`src/rtl/rau_pkg.sv`:
```
package rau_pkg;

  localparam int FRAC_BITS_DEF = 16;

  localparam logic [2:0] KIND_ADD  = 3'd0;
  localparam logic [2:0] KIND_SUB  = 3'd1;
  localparam logic [2:0] KIND_MUL  = 3'd2;
  localparam logic [2:0] KIND_DIV  = 3'd3;
  localparam logic [2:0] KIND_SIGN = 3'd4;
  localparam logic [2:0] KIND_EQ   = 3'd5;

  localparam logic [1:0] ERR_OK    = 2'd0;
  localparam logic [1:0] ERR_RANGE = 2'd1;
  localparam logic [1:0] ERR_ZDEN  = 2'd2;

  localparam logic [1:0] VERD_ZERO = 2'b00;
  localparam logic [1:0] VERD_POS  = 2'b01;
  localparam logic [1:0] VERD_NEG  = 2'b11;

  typedef enum logic [2:0] {
    OP_ADD, OP_SUB, OP_MUL, OP_DIV, OP_SIGN, OP_EQ, OP_NONE
  } op_t;

  typedef struct packed {
    op_t  op;
    logic zden;
  } cls_t;

  typedef enum logic [2:0] {
    B_IDLE, B_MUL, B_SET, B_GCD, B_DIV, B_FIN
  } bstate_t;

endpackage

```
`src/rtl/rational_arithmetic_unit.sv`:
```
// Channel  | Handshake          | Word
// ---------+--------------------+------------------------------------------
// input    | start, busy        | kind, a_num, a_den, b_num, b_den
// result   | done (one cycle)   | res_num, res_den, verdict, error
//
// A word is taken when start is high and busy is low; a two-word queue sits
// between intake and the execution unit, so busy rises only when it is full.
// Sign, unused kinds and zero-denominator words finish as they leave the queue;
// equality and words with a zero result finish after the multiplies.
// Others: 3 multiplies on the shared multiplier, a binary gcd and a
// shift-subtract division that yields 2*FRAC_BITS quotient bits.
// Synchronous reset empties the queue; results cannot be stalled.
module rational_arithmetic_unit #(
  parameter int FRAC_BITS = rau_pkg::FRAC_BITS_DEF
) (
  input  logic                 clk,
  input  logic                 rst,
  input  logic                 start,
  output logic                 busy,
  input  logic [2:0]           kind,
  input  logic [FRAC_BITS-1:0] a_num,
  input  logic [FRAC_BITS-1:0] a_den,
  input  logic [FRAC_BITS-1:0] b_num,
  input  logic [FRAC_BITS-1:0] b_den,
  output logic                 done,
  output logic [FRAC_BITS-1:0] res_num,
  output logic [FRAC_BITS-1:0] res_den,
  output logic [1:0]           verdict,
  output logic [1:0]           error
);
  import rau_pkg::*;

  localparam int QW = 4 * FRAC_BITS + $bits(cls_t);

  logic                   push, pop, empty, full;
  cls_t                   wcls, rcls;
  logic [4*FRAC_BITS-1:0] witem, ritem;

  assign busy = full;

  rau_front #(.FRAC_BITS(FRAC_BITS)) u_front (
    .start(start), .full(full), .kind(kind),
    .a_num(a_num), .a_den(a_den), .b_num(b_num), .b_den(b_den),
    .push(push), .cls(wcls), .item(witem)
  );

  rau_queue #(.DW(QW)) u_queue (
    .clk(clk), .rst(rst), .push(push), .wdata({wcls, witem}),
    .pop(pop), .rdata({rcls, ritem}), .empty(empty), .full(full)
  );

  rau_back #(.FRAC_BITS(FRAC_BITS)) u_back (
    .clk(clk), .rst(rst), .empty(empty), .cls(rcls), .item(ritem),
    .pop(pop), .done(done), .res_num(res_num), .res_den(res_den),
    .verdict(verdict), .error(error)
  );

endmodule

```
`src/rtl/rau_front.sv`:
```
module rau_front #(
  parameter int FRAC_BITS = rau_pkg::FRAC_BITS_DEF
) (
  input  logic                   start,
  input  logic                   full,
  input  logic [2:0]             kind,
  input  logic [FRAC_BITS-1:0]   a_num,
  input  logic [FRAC_BITS-1:0]   a_den,
  input  logic [FRAC_BITS-1:0]   b_num,
  input  logic [FRAC_BITS-1:0]   b_den,
  output logic                   push,
  output rau_pkg::cls_t          cls,
  output logic [4*FRAC_BITS-1:0] item
);
  import rau_pkg::*;

  logic ad_zero, bd_zero, bn_zero;

  assign ad_zero = (a_den == '0);
  assign bd_zero = (b_den == '0);
  assign bn_zero = (b_num == '0);
  assign push    = start && !full;
  assign item    = {a_num, a_den, b_num, b_den};

  always_comb begin
    unique case (kind)
      KIND_ADD:  cls.op = OP_ADD;
      KIND_SUB:  cls.op = OP_SUB;
      KIND_MUL:  cls.op = OP_MUL;
      KIND_DIV:  cls.op = OP_DIV;
      KIND_SIGN: cls.op = OP_SIGN;
      KIND_EQ:   cls.op = OP_EQ;
      default:   cls.op = OP_NONE;
    endcase
    unique case (cls.op)
      OP_SIGN: cls.zden = ad_zero;
      OP_NONE: cls.zden = 1'b0;
      OP_DIV:  cls.zden = ad_zero || bd_zero || bn_zero;
      default: cls.zden = ad_zero || bd_zero;
    endcase
  end

endmodule

```
`src/rtl/rau_queue.sv`:
```
module rau_queue #(
  parameter int DW = 8
) (
  input  logic          clk,
  input  logic          rst,
  input  logic          push,
  input  logic [DW-1:0] wdata,
  input  logic          pop,
  output logic [DW-1:0] rdata,
  output logic          empty,
  output logic          full
);
  logic [DW-1:0] mem [2];
  logic          wptr, rptr;
  logic [1:0]    count;

  assign empty = (count == 2'd0);
  assign full  = (count == 2'd2);
  assign rdata = mem[rptr];

  always_ff @(posedge clk) begin
    if (rst) begin
      wptr  <= 1'b0;
      rptr  <= 1'b0;
      count <= 2'd0;
    end else begin
      if (push) wptr <= ~wptr;
      if (pop)  rptr <= ~rptr;
      if (push && !pop)      count <= count + 2'd1;
      else if (pop && !push) count <= count - 2'd1;
    end
  end

  always_ff @(posedge clk) begin
    if (push) mem[wptr] <= wdata;
  end

endmodule

```
`src/rtl/rau_back.sv`:
```
module rau_back #(
  parameter int FRAC_BITS = rau_pkg::FRAC_BITS_DEF
) (
  input  logic                   clk,
  input  logic                   rst,
  input  logic                   empty,
  input  rau_pkg::cls_t          cls,
  input  logic [4*FRAC_BITS-1:0] item,
  output logic                   pop,
  output logic                   done,
  output logic [FRAC_BITS-1:0]   res_num,
  output logic [FRAC_BITS-1:0]   res_den,
  output logic [1:0]             verdict,
  output logic [1:0]             error
);
  import rau_pkg::*;

  localparam int W  = FRAC_BITS;
  localparam int D  = 2 * FRAC_BITS;
  localparam int CW = $clog2(D + 1);
  localparam logic [D-1:0] HALF = D'(1) << (W - 1);

  bstate_t st, st_next;
  op_t     op;
  logic [1:0]    step;
  logic [W-1:0]  an, ad, bn, bd, qan, qad, qbn, qbd;
  logic [W-1:0]  man, mad, mbn, mbd, opa, opb;
  logic [D-1:0]  prod, p0, p1, p2;
  logic [D-1:0]  x, y, g, qn, qd, rn, rd;
  logic [CW-1:0] k, cnt;
  logic          nn, nd;
  logic [D:0]    tn, td;
  logic          n1, n2, sa, sb;

  assign {qan, qad, qbn, qbd} = item;

  assign man = an[W-1] ? -an : an;
  assign mad = ad[W-1] ? -ad : ad;
  assign mbn = bn[W-1] ? -bn : bn;
  assign mbd = bd[W-1] ? -bd : bd;

  always_comb begin
    unique case (step)
      2'd0:    begin opa = man; opb = (op == OP_MUL) ? mbn : mbd; end
      2'd1:    begin
        opa = (op == OP_MUL || op == OP_DIV) ? mad : mbn;
        opb = (op == OP_MUL) ? mbd : ((op == OP_DIV) ? mbn : mad);
      end
      default: begin opa = mad; opb = mbd; end
    endcase
  end
  assign prod = D'(opa) * D'(opb);

  // signs for add and subtract once denominators are made positive, and cross-product signs
  assign n1 = (an != '0) && (an[W-1] != ad[W-1]);
  assign n2 = (bn != '0) && ((bn[W-1] != bd[W-1]) != (op == OP_SUB));
  assign sa = an[W-1] ^ bd[W-1];
  assign sb = bn[W-1] ^ ad[W-1];

  assign tn = {rn, qn[D-1]};
  assign td = {rd, qd[D-1]};

  always_comb begin
    st_next = st;
    pop     = 1'b0;
    unique case (st)
      B_IDLE: begin
        if (!empty) begin
          pop = 1'b1;
          if (!cls.zden && cls.op != OP_SIGN && cls.op != OP_NONE) st_next = B_MUL;
        end
      end
      B_MUL: if (step == 2'd2) st_next = B_SET;
      B_SET: begin
        if (op == OP_EQ) st_next = B_IDLE;
        else if ((op == OP_ADD || op == OP_SUB) ? (n1 == n2 ? (p0 + p1) == '0 : p0 == p1)
                                                 : p0 == '0)
          st_next = B_IDLE;
        else st_next = B_GCD;
      end
      B_GCD: if (x == y) st_next = B_DIV;
      B_DIV: if (cnt == CW'(D - 1)) st_next = B_FIN;
      B_FIN: st_next = B_IDLE;
      default: st_next = B_IDLE;
    endcase
  end

  always_ff @(posedge clk) begin
    if (rst) st <= B_IDLE;
    else     st <= st_next;
  end

  always_ff @(posedge clk) begin
    if (rst) begin
      done <= 1'b0;
    end else begin
      done <= 1'b0;
      unique case (st)
        B_IDLE: begin
          step <= 2'd0;
          if (!empty) begin
            op <= cls.op;
            an <= qan; ad <= qad; bn <= qbn; bd <= qbd;
            res_num <= '0; res_den <= '0; verdict <= VERD_ZERO; error <= ERR_OK;
            if (cls.zden) begin
              error <= ERR_ZDEN;
              done  <= 1'b1;
            end else if (cls.op == OP_SIGN) begin
              if (qan != '0) verdict <= (qan[W-1] == qad[W-1]) ? VERD_POS : VERD_NEG;
              done <= 1'b1;
            end else if (cls.op == OP_NONE) begin
              done <= 1'b1;
            end
          end
        end
        B_MUL: begin
          unique case (step)
            2'd0:    p0 <= prod;
            2'd1:    p1 <= prod;
            default: p2 <= prod;
          endcase
          step <= step + 2'd1;
        end
        B_SET: begin
          k <= '0;
          priority if (op == OP_EQ) begin
            verdict <= ((p0 == p1) && (p0 == '0 || sa == sb)) ? VERD_POS : VERD_ZERO;
            done    <= 1'b1;
          end else if (op == OP_ADD || op == OP_SUB) begin
            nd <= 1'b0;
            x  <= p2; y <= p2; qd <= p2;
            if (n1 == n2) begin
              nn <= n1; x <= p0 + p1; qn <= p0 + p1;
              if ((p0 + p1) == '0) begin res_den <= W'(1); done <= 1'b1; end
            end else if (p0 >= p1) begin
              nn <= n1; x <= p0 - p1; qn <= p0 - p1;
              if (p0 == p1) begin res_den <= W'(1); done <= 1'b1; end
            end else begin
              nn <= n2; x <= p1 - p0; qn <= p1 - p0;
            end
          end else begin
            nn <= (op == OP_MUL) ? (an[W-1] ^ bn[W-1]) : sa;
            nd <= (op == OP_MUL) ? (ad[W-1] ^ bd[W-1]) : sb;
            x <= p0; qn <= p0; y <= p1; qd <= p1;
            if (p0 == '0) begin res_den <= W'(1); done <= 1'b1; end
          end
        end
        B_GCD: begin
          rn  <= '0;
          rd  <= '0;
          cnt <= '0;
          priority if (x == y) begin
            g <= x << k;
          end else if (!x[0] && !y[0]) begin
            x <= x >> 1; y <= y >> 1; k <= k + CW'(1);
          end else if (!x[0]) begin
            x <= x >> 1;
          end else if (!y[0]) begin
            y <= y >> 1;
          end else if (x > y) begin
            x <= x - y;
          end else begin
            y <= y - x;
          end
        end
        B_DIV: begin
          cnt <= cnt + CW'(1);
          if (tn >= {1'b0, g}) begin
            rn <= D'(tn - {1'b0, g}); qn <= {qn[D-2:0], 1'b1};
          end else begin
            rn <= tn[D-1:0];          qn <= {qn[D-2:0], 1'b0};
          end
          if (td >= {1'b0, g}) begin
            rd <= D'(td - {1'b0, g}); qd <= {qd[D-2:0], 1'b1};
          end else begin
            rd <= td[D-1:0];          qd <= {qd[D-2:0], 1'b0};
          end
        end
        B_FIN: begin
          done <= 1'b1;
          if (qn > (nn ? HALF : HALF - D'(1)) || qd > (nd ? HALF : HALF - D'(1))) begin
            error <= ERR_RANGE;
          end else begin
            res_num <= nn ? -qn[W-1:0] : qn[W-1:0];
            res_den <= nd ? -qd[W-1:0] : qd[W-1:0];
          end
        end
        default: ;
      endcase
    end
  end

endmodule

```
`config.mk`:
```
export PLATFORM = sky130hd
export DESIGN_NAME = rational_arithmetic_unit
export DESIGN_NICKNAME = d
export VERILOG_FILES = /design/src/rtl/rau_pkg.sv /design/src/rtl/rational_arithmetic_unit.sv /design/src/rtl/rau_front.sv /design/src/rtl/rau_queue.sv /design/src/rtl/rau_back.sv
export SDC_FILE = /design/constraint.sdc
export NUM_CORES = 2
export LEC_CHECK = 0
export BUFFER_PORTS_ARGS = -buffer_cell sky130_fd_sc_hd__buf_2
export CAP_MARGIN = 10
export CORE_MARGIN = 1
export CORE_UTILIZATION = 30
export DETAILED_ROUTE_END_ITERATION = 10
export SETUP_SLACK_MARGIN = 0.4
export SYNTH_ARGS = -nofsm -noshare
export SYNTH_HDL_FRONTEND = slang
export SYNTH_HIERARCHICAL = 1
export SYNTH_SLANG_ARGS = --single-unit
```
`constraint.sdc`:
```
create_clock -name clk -period 7.83 [get_ports clk]
set_clock_uncertainty 0.15 [all_clocks]
set_input_delay 1.566 -clock clk [delete_from_list [all_inputs] [get_ports clk]]
set_output_delay 1.566 -clock clk [all_outputs]
set_load 0.03 [all_outputs]
```
Word level (Yosys, flattened, before mapping)
Memories as Yosys holds them, arrays and structs flattened. A register that Yosys moved wholly into a read port is not among the register bits.
Cells that the tools add are included.
{ "op_classes": {"addsub": 18, "multipliers": 1, "n_lt_le_gt_ge": 6, "eq_ne": 52, "n_shift": 1, "n_mux": 106, "bitwise_logic": 10, "reduce_logical": 62} }
{ "ops": {"columns": ["operator", "n"], "rows": [
  ["$mux W32", 18],
  ["$pmux W32 S2", 6],
  ["$mux W16", 22],
  ["$sub A32 B32 Y32", 6],
  ["$neg A16 Y16", 6],
  ["$pmux W16 S2", 3],
  ["$ge A33 B32 Y1", 2],
  ["$eq A32 B32 Y1", 2],
  ["$gt A32 B16 Y1", 2],
  ["$logic_not A32 Y1", 2],
  ["$logic_not A16 Y1", 3],
  ["$pmux W16 S3", 1],
  ["$reduce_bool A16 Y1", 3],
  ["$add A32 B32 Y32", 1],
  ["$ge A32 B32 Y1", 1],
  ["$gt A32 B32 Y1", 1],
  ["$mul A16 B16 Y32", 1],
  ["$shl A32 B6 Y32", 1],
  ["$eq A3 B3 Y1 const B", 9],
  ["$mux W1", 27],
  ["$mux W2", 12],
  ["$ne A4 B4 Y1 const B", 6],
  ["$pmux W6 S2", 2],
  ["$eq A3 B2 Y1 const B", 7],
  ["other kinds (35)", 112]
]} }
{ "totals": {"register_bits": 447, "ramBits": 136, "inputBits": 70, "word_cells": 288, "n_memories": 1} }
{ "memory_table": {"columns": ["memory", "depth", "word_bits", "rd", "rd_ports_with_merged_regs", "wr", "line", "source"], "rows": [
  ["u_queue.mem", 2, 68, 1, 1, 1, "rau_queue.sv:13", "logic [DW-1:0] mem [2];"]
]} }

Depth between registers and ports, before layout
{ "logic_depth": {"ltp_word": 9, "ltp_mapped": 35, "depth_no_buf": 34} }

By module
Netlist, hierarchy kept.
{ "modules_own_cells": {"columns": ["module", "instances", "cells_per_inst", "area_each_um2", "seq_area_each_um2"], "rows": [
  ["rau_back", 1, 4960, 44507.7, 13262.7],
  ["rau_queue", 1, 234, 5202.5, 4184.0],
  ["rau_front", 1, 86, 621.8, 0.0]
]} }

Worst setup path before layout
Ideal clock, no wire load.
{ "synth_path": {"kind": "register to register", "from": "register u_back.bn[0]", "to": "register u_back.p0[31], data pin", "setup_time_ps": 269, "arrival_ps": 7737, "t_required_ps": 7411, "path_slack_ps": -326, "stages_incl_launch_ff": 30, "n_path_buf": 1, "period_less_slack_ps": 8156, "cell_sequence": "edfxtp_1 inv_1 ha_1 or3b_2 or3_1 o21ai_0 xnor2_1 a21oi_1 o221ai_1 clkbuf_1 nand2_1 fa_1 inv_1 fa_1 fa_1 fa_1 fa_1 inv_1 fa_1 inv_1 ha_1 and3_1 and3_1 a31oi_1 a311oi_1 a21oi_1 o211ai_1 a2111oi_0 o21bai_1 xnor2_1"} }
{ "synth_between": {"elab_chain_cells": 6, "word_cells_on_any_way": 9, "classes_between": "add/sub: 1; mul: 1; mux: 7"} }
{ "synth_rtl": {"columns": ["item", "line", "source"], "rows": [
  ["start, declared", "rau_back.sv:26", "logic [W-1:0] an, ad, bn, bd, qan, qad, qbn, qbd;"],
  ["start signal, assigned", "rau_back.sv:103", "an <= qan; ad <= qad; bn <= qbn; bd <= qbd;"],
  ["$neg A16 Y16", "rau_back.sv:39", "assign mbn = bn[W-1] ? -bn : bn;"],
  ["$mux W16 *", "rau_back.sv:39", null],
  ["$mux W16 (2 in series)", "rau_back.sv:47", "opb = (op == OP_MUL) ? mbd : ((op == OP_DIV) ? mbn : mad);"],
  ["$pmux W16 S2", "rau_back.sv:43", "unique case (step)"],
  ["$mul A16 B16 Y32 *", "rau_back.sv:52", "assign prod = D'(opa) * D'(opb);"],
  ["net u_back.prod[31]", "rau_back.sv:28", "logic [D-1:0] prod, p0, p1, p2;"],
  ["end signal, assigned", "rau_back.sv:118", "2'd0: p0 <= prod;"],
  ["end, declared", "rau_back.sv:28", null]
]} }
The timed path passes the listed nets; every way through them passes the cells marked *.
A chain may end at the register's enable or synchronous reset.

Worst setup path after layout
Same ends and word-level chain as after synthesis.

==> results.sh <==
export IMPL_status="finished, violations left"
export IMPL_fin_crit_ns=8.17
export IMPL_worstHoldStart="u_queue/rptr"
export IMPL_cpMaxStageDelayCell="fa_1"
export IMPL_worst_r2r_path_depth=31
export IMPL_regMostFlops="u_queue/mem"
export IMPL_grt_pass1_vias=40993
export IMPL_core_area_um2=166000
export IMPL_nNetsFinal=6169
export IMPL_max_freq_ghz=0.122
export IMPL_cap_violations=0
export IMPL_startpoint_type="flip-flop"
export IMPL_setup_ws_ns=-0.343
export IMPL_worstMarginPinSlew_ns=1.14
export IMPL_endpoint_kind="flip-flop"
export IMPL_grt_max_degree=95
export IMPL_synthCells=5280
export IMPL_violations="negative setup slack"
export IMPL_setup_viol=30
export IMPL_rr_startpoint="u_back/bn[0]"
export IMPL_num_io_pins=108
export IMPL_num_rows=149
export IMPL_drc=0
export IMPL_startpoint="u_back/bn[0]"
export IMPL_cts_tree="done"
export IMPL_synth_distinct_cells=100
export IMPL_synth_area_per_cell_um2=9.53
export IMPL_dieArea_um2=169000
export IMPL_crit_type="reg2reg"
export IMPL_layout_commonest_cell="edfxtp_1"
export IMPL_place_ws_ns=-0.812
export IMPL_relSlewSlack=0.219
export IMPL_fin_tns_setup_ns=-6.68
export IMPL_clockBufferDepth=3
export IMPL_first_pass_iters=6
export IMPL_synth_warnings=6
export IMPL_gp_congestion=0.975
export IMPL_clock_sinks=584
export IMPL_path_clk_slew_ns=0.06
export IMPL_antenna_found_initial=15
export IMPL_path_common_cell="fa_1"
export IMPL_synth_nets=5921
export IMPL_ys_flop_type="edfxtp_1"
export IMPL_final_antenna_net_count=0
export IMPL_syn_to_final_growth_pct=15.9
export IMPL_ys_ff_latch=584
export IMPL_largest_reg_flops=136
export IMPL_drt_iter0_markers=3500
export IMPL_mostFrequentLayoutCells="575 x edfxtp_1, 486 x nor2_1, 484 x inv_1"
export IMPL_vias=41448
export IMPL_fp_dieH_um=412
export IMPL_whs_ns=0.362
export IMPL_clkLatencyLatePin_ns=0.70
export IMPL_nFillCells=16724
export IMPL_required_ns=8.09
export IMPL_wirelength_um=163000
export IMPL_critPathMaxFanout=6
export IMPL_critPathArrivalTime_ns=8.43
export IMPL_slew_violations=0
export IMPL_multiInputGateArea_um2=30400
export IMPL_io_buffers=107
export IMPL_start_util=0.304
export IMPL_grt_ovfl_total=0
export IMPL_finalHoldViolCount=0
export IMPL_grt_first_pass_wirelength_um=246000
export IMPL_layout_area_seq_um2=17500
export IMPL_track_usage=0.187
export IMPL_post_route_util=0.352
export IMPL_min_path_type="reg2reg"
export IMPL_die_w_um=412
export IMPL_drive_above_1_share=0.162
export IMPL_synth_seq_area_share=0.347
export IMPL_ctsRootBufferMaster="clkbuf_16"
export IMPL_wl_per_cell_um=21.0
export IMPL_grt_setup_unrepaired="yes"
export IMPL_syn_area_um2=50300
export IMPL_cts_buffers=69
export IMPL_synth_edff_count=575
export IMPL_vias_per_cell=5.33
export IMPL_async_flop_share=0
export IMPL_cts_hold_buffers_added=0
export IMPL_critPathMaxStageDelay_ns=0.55
export IMPL_rrSetupSlack_ns=-0.34
export IMPL_post_route_period_util=1.04
export IMPL_dp_hpwl_um=128000
export IMPL_timing_rr_end="u_back/p0[31]"
export IMPL_htree_levels=3
export IMPL_endpoint="u_back/p0[31]"
cell families after synthesis:
logic type	synth area share
xor gates and xnor gates	0.0451
adders and majority gates	0.172
DFF	0.347
buffers and inverters	0.0675
muxes	0.0592
AOI/OAI and AO/OA	0.167
and+or+nand+nor	0.142
timing repair:
item / in CTS / in global routing
setup endpoints to repair: 48 / 51
resized for setup: 75 / 55
cloned: 0 / 0
pin swaps: 36 / 19
buffers inserted: 15 / 6
synthesized netlist by cell type (48+ instances only):
library cell	instances	area [um^2]
o21bai_1	50	375
a211oi_1	49	368
mux2_2	63	709
edfxtp_1	575	17300
fa_1	201	4020
xor2_1	104	911
mux2i_1	145	1450
buf_4	66	495
clkbuf_1	199	747
a21o_1	92	691
nand4_1	54	338
xnor2_1	155	1360
o31ai_1	57	428
nand3_1	96	480
nor3_1	71	355
ha_1	370	4630
a21oi_1	377	1890
nor2b_1	66	413
nand2_1	428	1610
o21ai_0	221	1110
a31oi_1	52	325
nor2_1	497	1870
inv_1	488	1830
and2_1	48	300
nor4_1	59	369
through the flow:
step / area [um^2] / instances
2_1_floorplan: 50500 / 5280
3_3_place_gp: 55200 / 7624
3_5_place_dp: 55200 / 7624
4_1_cts: 58000 / 7763
5_1_grt: 58300 / 7771
6_report: 58300 / 7772
critical path, delay by kind of cell (launching register included):
family | cells | cell delay [ns]
buffers and inverters | 6 | 0.82
flip-flops | 1 | 0.42
AO/OA/AOI/OAI | 12 | 2.13
XOR/XNOR | 2 | 0.29
AND/OR/NAND/NOR | 3 | 0.81
adder cells (fa/ha/maj) | 8 | 3.27
layout make-up:
cell class,count,area share
Clock inverter,42,0.00867
Sequential cell,584,0.299
Multi-Input combinational cell,3881,0.521
Timing Repair Buffer,499,0.0620
Clock buffer,82,0.0308
Antenna cell,2,0.0000858
Tap cell,2189,0.0470
Inverter,493,0.0317
metal layers:
metal  part of all wire  global-route usage
met1               0.42               0.235
met2               0.49               0.326
met3              0.053              0.0252
met4              0.041              0.0690
met5           0.000080                   0
how the worst min path moves through the flow:
| stage | to | cells after the start |
|---|---|---|
| finish | u_queue/rptr | 2 |
| global route | u_back/ad[5] | 1 |
| CTS | u_queue/rptr | 2 |
| detailed placement | u_queue/rptr | 2 |
| global placement | u_queue/count[1] | 2 |
| floorplan | u_queue/count[1] | 2 |
Power is not shown: default switching activity piles up to over one toggle a cycle in this logic, so the estimate is an artifact.
